==> src/billboard_yaw_toward_camera_top_macros.svh <==
// ----------------------------------------------------------------------------
// Billboard yaw assertion macros
// Shared check macros for the billboard yaw block.
// ----------------------------------------------------------------------------
`ifndef BILLBOARD_YAW_TOWARD_CAMERA_TOP_MACROS_SVH
`define BILLBOARD_YAW_TOWARD_CAMERA_TOP_MACROS_SVH

// check a consequence in the same cycle
`define BB_CHK_NOW(lbl, ante, cons, msg) \
	lbl: assert property (@(posedge clk) disable iff (!arst_n) (ante) |-> (cons)) \
		else $error(msg);

// check a consequence in the next cycle
`define BB_CHK_NEXT(lbl, ante, cons, msg) \
	lbl: assert property (@(posedge clk) disable iff (!arst_n) (ante) |=> (cons)) \
		else $error(msg);

`endif

==> src/bbyaw_pkg.sv <==
// ----------------------------------------------------------------------------
// Billboard yaw package
// Widths, angle constants, sequencer states and helper functions.
// ----------------------------------------------------------------------------
package bbyaw_pkg;

	localparam int CW = 34;
	localparam int MW = 34;
	localparam int AW = 68;
	localparam int STEPS = 30;
	localparam int SW = 5;

	localparam logic signed [CW-1:0] ANG_PI = 34'sd3373259426;
	localparam logic signed [CW-1:0] ANG_HALF_PI = 34'sd1686629713;
	localparam logic signed [CW-1:0] GAIN_INV = 34'sd652032874;
	localparam logic signed [MW-1:0] RECIP5 = 34'sd3435973837;
	localparam logic signed [AW-1:0] ROUND_HALF = 68'sd134217728;
	localparam logic signed [AW-1:0] LIMIT_POS = 68'sd1073741824;
	localparam logic signed [AW-1:0] LIMIT_NEG = -68'sd1073741824;

	typedef enum logic [3:0] {
		S_IDLE, S_PRE, S_DOT, S_NORM, S_VEC_GO, S_VEC_WAIT,
		S_DIV, S_ROT_GO, S_ROT_WAIT, S_TURN, S_OUT
	} state_t;

	typedef enum logic [2:0] {
		REG_CENTER_X, REG_CENTER_Y, REG_CENTER_Z, REG_HALF_W, REG_HALF_H
	} reg_idx_t;

	typedef struct packed {
		logic start;
		logic vect;
	} cordic_ctl_t;

	typedef struct packed {
		logic issue;
		logic neg;
		logic clr;
	} mac_ctl_t;

	function automatic logic signed [CW-1:0] atan_lut(input logic [SW-1:0] i);
		logic signed [CW-1:0] r;
		case (i)
			5'd0: r = 34'sd843314857;
			5'd1: r = 34'sd497837829;
			5'd2: r = 34'sd263043837;
			5'd3: r = 34'sd133525159;
			5'd4: r = 34'sd67021687;
			5'd5: r = 34'sd33543516;
			5'd6: r = 34'sd16775851;
			5'd7: r = 34'sd8388437;
			5'd8: r = 34'sd4194283;
			5'd9: r = 34'sd2097149;
			5'd10: r = 34'sd1048576;
			5'd11: r = 34'sd524288;
			5'd12: r = 34'sd262144;
			5'd13: r = 34'sd131072;
			5'd14: r = 34'sd65536;
			5'd15: r = 34'sd32768;
			5'd16: r = 34'sd16384;
			5'd17: r = 34'sd8192;
			5'd18: r = 34'sd4096;
			5'd19: r = 34'sd2048;
			5'd20: r = 34'sd1024;
			5'd21: r = 34'sd512;
			5'd22: r = 34'sd256;
			5'd23: r = 34'sd128;
			5'd24: r = 34'sd64;
			5'd25: r = 34'sd32;
			5'd26: r = 34'sd16;
			5'd27: r = 34'sd8;
			5'd28: r = 34'sd4;
			5'd29: r = 34'sd2;
			default: r = '0;
		endcase
		return r;
	endfunction

	function automatic logic signed [31:0] sat32(input logic signed [AW-1:0] v);
		logic signed [31:0] r;
		if (v > 68'sd2147483647)
			r = 32'sh7fffffff;
		else if (v < -68'sd2147483648)
			r = 32'sh80000000;
		else
			r = v[31:0];
		return r;
	endfunction

	function automatic logic big(input logic signed [AW-1:0] v);
		return (v >= LIMIT_POS) || (v <= LIMIT_NEG);
	endfunction

	// halve, truncating toward zero
	function automatic logic signed [AW-1:0] halve(input logic signed [AW-1:0] v);
		logic signed [AW-1:0] t;
		t = v + {{(AW-1){1'b0}}, v[AW-1]};
		return t >>> 1;
	endfunction

endpackage

==> src/bbyaw_mac.sv <==
// ----------------------------------------------------------------------------
// Billboard yaw multiply-accumulate
// Registered product, then accumulate or clear-and-load.
// ----------------------------------------------------------------------------
module bbyaw_mac (
	input  logic                            clk,
	input  logic                            arst_n,
	input  bbyaw_pkg::mac_ctl_t             ctl,
	input  logic signed [bbyaw_pkg::MW-1:0] opa,
	input  logic signed [bbyaw_pkg::MW-1:0] opb,
	output logic signed [bbyaw_pkg::AW-1:0] acc
);
	import bbyaw_pkg::*;

	logic signed [AW-1:0] prod_s1, acc_q;
	mac_ctl_t ctl_s1;

	always_ff @(posedge clk or negedge arst_n) begin
		if (!arst_n)
			ctl_s1 <= '0;
		else
			ctl_s1 <= ctl;
	end

	always_ff @(posedge clk) begin
		if (ctl.issue)
			prod_s1 <= opa * opb;
		if (ctl_s1.issue)
			acc_q <= (ctl_s1.clr ? '0 : acc_q) + (ctl_s1.neg ? -prod_s1 : prod_s1);
	end

	assign acc = acc_q;

endmodule

==> config.mk <==
export PLATFORM = sky130hd
export DESIGN_NAME = bbyaw_mac
export DESIGN_NICKNAME = d
export VERILOG_FILES = /design/src/billboard_yaw_toward_camera_top_macros.svh /design/src/bbyaw_pkg.sv /design/src/bbyaw_mac.sv
export SDC_FILE = /design/constraint.sdc
export NUM_CORES = 2
export LEC_CHECK = 0
export BUFFER_PORTS_ARGS = -buffer_cell sky130_fd_sc_hd__buf_2
export CORE_MARGIN = 1.5
export CORE_UTILIZATION = 35
export DETAILED_ROUTE_END_ITERATION = 12
export HOLD_SLACK_MARGIN = 0.05
export PLACE_DENSITY_LB_ADDON = 0.2
export SYNTH_ARGS = -nofsm -noshare
export SYNTH_HDL_FRONTEND = slang
export SYNTH_SLANG_ARGS = --single-unit
==> constraint.sdc <==
create_clock -name clk -period 15 [get_ports clk]
set_input_delay 2.25 -clock clk [delete_from_list [all_inputs] [get_ports clk]]
set_output_delay 2.25 -clock clk [all_outputs]
set_load 0.05 [all_outputs]
**Word-level counts from Yosys, hierarchy flattened**

Index checks and enable logic that the tools add are counted.
W data, S select, Z words.

- Flip-flop bits (word level): 139
- Bits of input ports: 73
- Output and inout bits: 68
- Logic and storage cells: 10

- Add/subtract/negate cells: 2
- Multiply operators: 1
- Mux-type cells: 2

Operators by type and width:

| kind | number |
|---|---|
| $mux W68 | 2 |
| $add A68 B68 Y68 | 1 |
| $mul A34 B34 Y68 | 1 |
| $neg A68 Y68 | 1 |

**Logic depth before layout (Yosys ltp)**

- Depth in word-level cells: 3
- Gate-level depth with buffers: 31
- Mapped depth without buffers: 29

**Worst setup path before layout**

Ideal clock, no wire load.

- Kind: input -> register
- Start point: input port opa[33] in the netlist's numbering
- End point: register prod_s1[66] (data pin)
- Library setup time: 0.258 ns
- Arrival time: 9.874 ns
- Data required time: 14.742 ns
- Slack: 4.868 ns
- Cell stages on the path: 25
- Path buffers: 2
- Path through: clkbuf_1 nand2_1 inv_1 fa_1 fa_1 fa_1 inv_1 fa_1 inv_1 fa_1 fa_1 fa_1 inv_1 fa_1 inv_1 ha_1 clkbuf_1 and3_1 nor4bb_1 or3b_2 a2bb2o_1 a21oi_1 nand3b_1 a21oi_1 xnor2_1

- Word-level cells in the longest chain between the ends: 1

Ends and longest elaborated chain:

| item | line | RTL |
|---|---|---|
| start: declaration | bbyaw_mac.sv:9 | `input logic signed [bbyaw_pkg::MW-1:0] opa,` |
| $mul A34 B34 Y68 | bbyaw_mac.sv:27 | `prod_s1 <= opa * opb;` |
| end signal: assignment | bbyaw_mac.sv:27 |  |
| end: declaration | bbyaw_mac.sv:15 | `logic signed [AW-1:0] prod_s1, acc_q;` |

Every way passes these cells.
A chain may end at the register's enable or synchronous reset.

**Worst setup path after layout**

- Start point: input port opb[4] in the netlist's numbering
- End point: register prod_s1[66] (data pin)

- Word-level cells in the longest chain between the ends: 1

Ends and longest elaborated chain:

| item | line | RTL |
|---|---|---|
| start: declaration | bbyaw_mac.sv:10 | `input logic signed [bbyaw_pkg::MW-1:0] opb,` |
| $mul A34 B34 Y68 | bbyaw_mac.sv:27 |  |

Every way passes these cells.

==> summary.md <==
| Metric | Value |
|---|---|
| Placer Congestion | 0.865 |
| Core Region | 146000 um2 |
| Synthesized cell area | 51500 um2 |
| CTS Buffer Depth | 2 |
| Min-Delay Path Class | reg2reg |
| Final setup TNS | 0 ns |
| PostCTS Resize Cnt | 0 |
| List of most frequent post-synthesis cells | fa_1, inv_1, and2_1, nand2_1, ha_1 |
| Worst path top cell family by delay | adder cells |
| Number of CTS-inserted buffers | 17 |
| Clk sinks | 139 |
| Row cnt | 140 |
| Multi-input gate area | 41700 um2 |
| Slew Limit Fails | 0 |
| Most common cell in the netlist | fa_1 |
| Die area | 149000 um2 |
| Number of synthesized register bits | 139 |
| Relative slew margins | 0.272 |
| Element type at the critical path end | flip-flop |
| Synthesis-to-finish area growth | 5.88% |
| Die width | 387 um |
| CTS tree | built |
| Final ANT Viol Nets | 0 |
| Die H | 387 um |
| Post-synthesis net count | 7066 |
| Fillers | 14800 |
| WL met3 | 11500 um |
| Metal-1 WL | 71900 um |
| Final HPWL DP | 120000 um |
| Seq/Total Area, Yosys | 0.0808 |
| Predominant post-synthesis flop cell | edfxtp_1 |
| Drt first pass iters | 5 |
| Worst Path Buf+Inv | 6 |
| Ports | 141 |
| Met2 Wirelength | 61900 um |
| Min cycle time layout | 10.61 ns |
| CP max FO | 34 |
| PortBufs | 140 |
| Post-synth top area share | 0.483 |
| Final WL | 148000 um |
| Maxcap violations | 0 |
| Crit-path slowest cell | fa_1 |
| Post-synth cell types | 77 |
| RSZ-0062 raised after global routing | false |
| Dpl cells | 7306 |
| Post-CTS Hold Buffers | 0 |
| DRC Markers | 0 |
| Crit path DAT | 10.80 ns |
| CTS root buf | clkbuf_16 |
| WS Path Type | in2reg |
| H-Tree Depth | 4 |
| Final worst-path cycle share | 0.707 |
| Wire length per cell | 20.1 um |
| EDFF count, synth | 136 |
| Largest area contributor in the netlist | fa_1 |
| Mean Syn Cell Area | 9.40 um2 |
| Setup violators final | 0 |
| Layout Cells excl Fill | 7341 |
| Vias in the first global route | 39100 |
| Async SR Flop Fraction | 0.0216 |
| CP startpoint kind | input pin |
| Synth area leaders | fa_1, inv_1, edfxtp_1 |
| First-pass GRT wire length | 234000 um |
| Sequential cell area | 4160 um2 |
| Slowest Stage Delay on Critical Path | 0.92 ns |
| Worst-Margin Slew | 1.08 ns |
| Gr ovfl total | 0 |
| Share of cells above drive strength 1 | 0.0446 |
| Top routing layer in use | met5 |
| Most used cell, CP | fa_1 |
| 1st-iter DRT viols | 2214 |
| Layout net count | 6995 |
| Clk Latency, worst-skew pair | 0.44 ns |
| Fmax | 94.2 MHz |
| Mapped Cells | 5479 |
| Largest net degree at the start of global routing | 70 |
| Endpoints failing hold | 0 |
| Status | completed |
| Vias | 36000 |
| Clock transition at the registers of the reported paths | 0.06 ns |
| Post-CTS setup buffers | 0 |
| Data required, critical path | 15.19 ns |
| Warnings from Yosys | 0 |
| Initial antenna violation count | 13 |
| All-Layer GR Usage | 0.202 |
| Via density | 4.90 |
| Layout Skew | 0.00910 ns |
| Effective utilization at floorplan | 0.353 |
through the flow:
stage | worst slack (ns) | util | instance area (um2) | hold slack [ns]
after floorplan | 4.87 | - | 51500 | 0.619
after global placement | 3.99 | 0.369 | 53900 | 0.726
after detailed placement | 3.89 | 0.369 | 53900 | 0.739
after CTS | 4.38 | 0.374 | 54500 | 0.748
after global routing | 3.93 | 0.374 | 54500 | 0.772
final | 4.39 | 0.374 | 54500 | 0.723
per-layer routing:
metal | vias to the layer above | track usage
met2 | 932 | 0.298
met4 | 14 | 0.0329
met3 | 97 | 0.0482
met5 | - | 0
li1 | 16200 | -
met1 | 18700 | 0.302
layout make-up:
cell class	instances	area share
multi-input cells	3844	0.765
inverters	1225	0.0843
repair buffers	181	0.0185
diodes	3	0.000138
flip-flops and latches	139	0.0763
clock buffers	17	0.00780
well taps	1917	0.0440
clock inverters	15	0.00388
cells in the final DEF, fill, tap and decap left out, drive strengths merged, types with 6 or more instances in the layout:
master   synthesis  routed
o31ai           25      25
o2111ai          6       6
nor2b           88      88
inv           1225    1230
clkbuf         268      17
or4             10      10
nand2b          19      19
nand2          607     607
buf              3     181
and2           627     627
fa            1242    1242
o21bai          37      37
and3            17      17
or2              7       7
o21a            11      11
o41ai            8       8
nor2           101     101
a211oi          12      12
xnor2          166     166
a21boi           6       6
nand3           28      28
a21oi          159     159
o211ai           8       8
nand4           31      31
a41oi            7       7
or3             18      18
nor3            23      23
edfxtp         136     136
a21o            80      80
ha             272     272
xor2            43      43
o21ai          106     106
a31oi           21      21
registers in the layout, summed over array words and instances, names as in the netlist:
name	cells
ctl_s1	3
prod_s1	68
acc	68
path summary, 6_finish.rpt:
kind	slack [ns]	end	startpoint	depth (start not counted)
worst min register to register	0.72	acc[0]$_DFFE_PP_	prod_s1[0]$_DFFE_PP_	1
min in group asynchronous	1.61	ctl_s1[2]$_DFF_PN0_	arst_n	1
worst max-delay path	4.39	prod_s1[66]$_DFFE_PP_	opb[4]	25
worst max register to register	8.69	acc[50]$_DFFE_PP_	prod_s1[7]$_DFFE_PP_	17
worst min-delay path	0.72	acc[0]$_DFFE_PP_	prod_s1[0]$_DFFE_PP_	1
max in group asynchronous	13.25	ctl_s1[1]$_DFF_PN0_	arst_n	1
cells by family (layout without fill, tap and decap cells):
kind of cell | Yosys count | in the layout | synth area share
DFF | 139 | 139 | 0.0808
muxes | 2 | 2 | 0.000413
other | 0 | 3 | 0
adders and majority gates | 1514 | 1514 | 0.549
and+or+nand+nor | 1602 | 1602 | 0.161
buffers and inverters | 1496 | 1438 | 0.109
AOI/OAI and AO/OA | 517 | 517 | 0.0639
xor gates and xnor gates | 209 | 209 | 0.0355
Power is not shown: default switching activity piles up to over one toggle a cycle in this logic, so the estimate is an artifact.
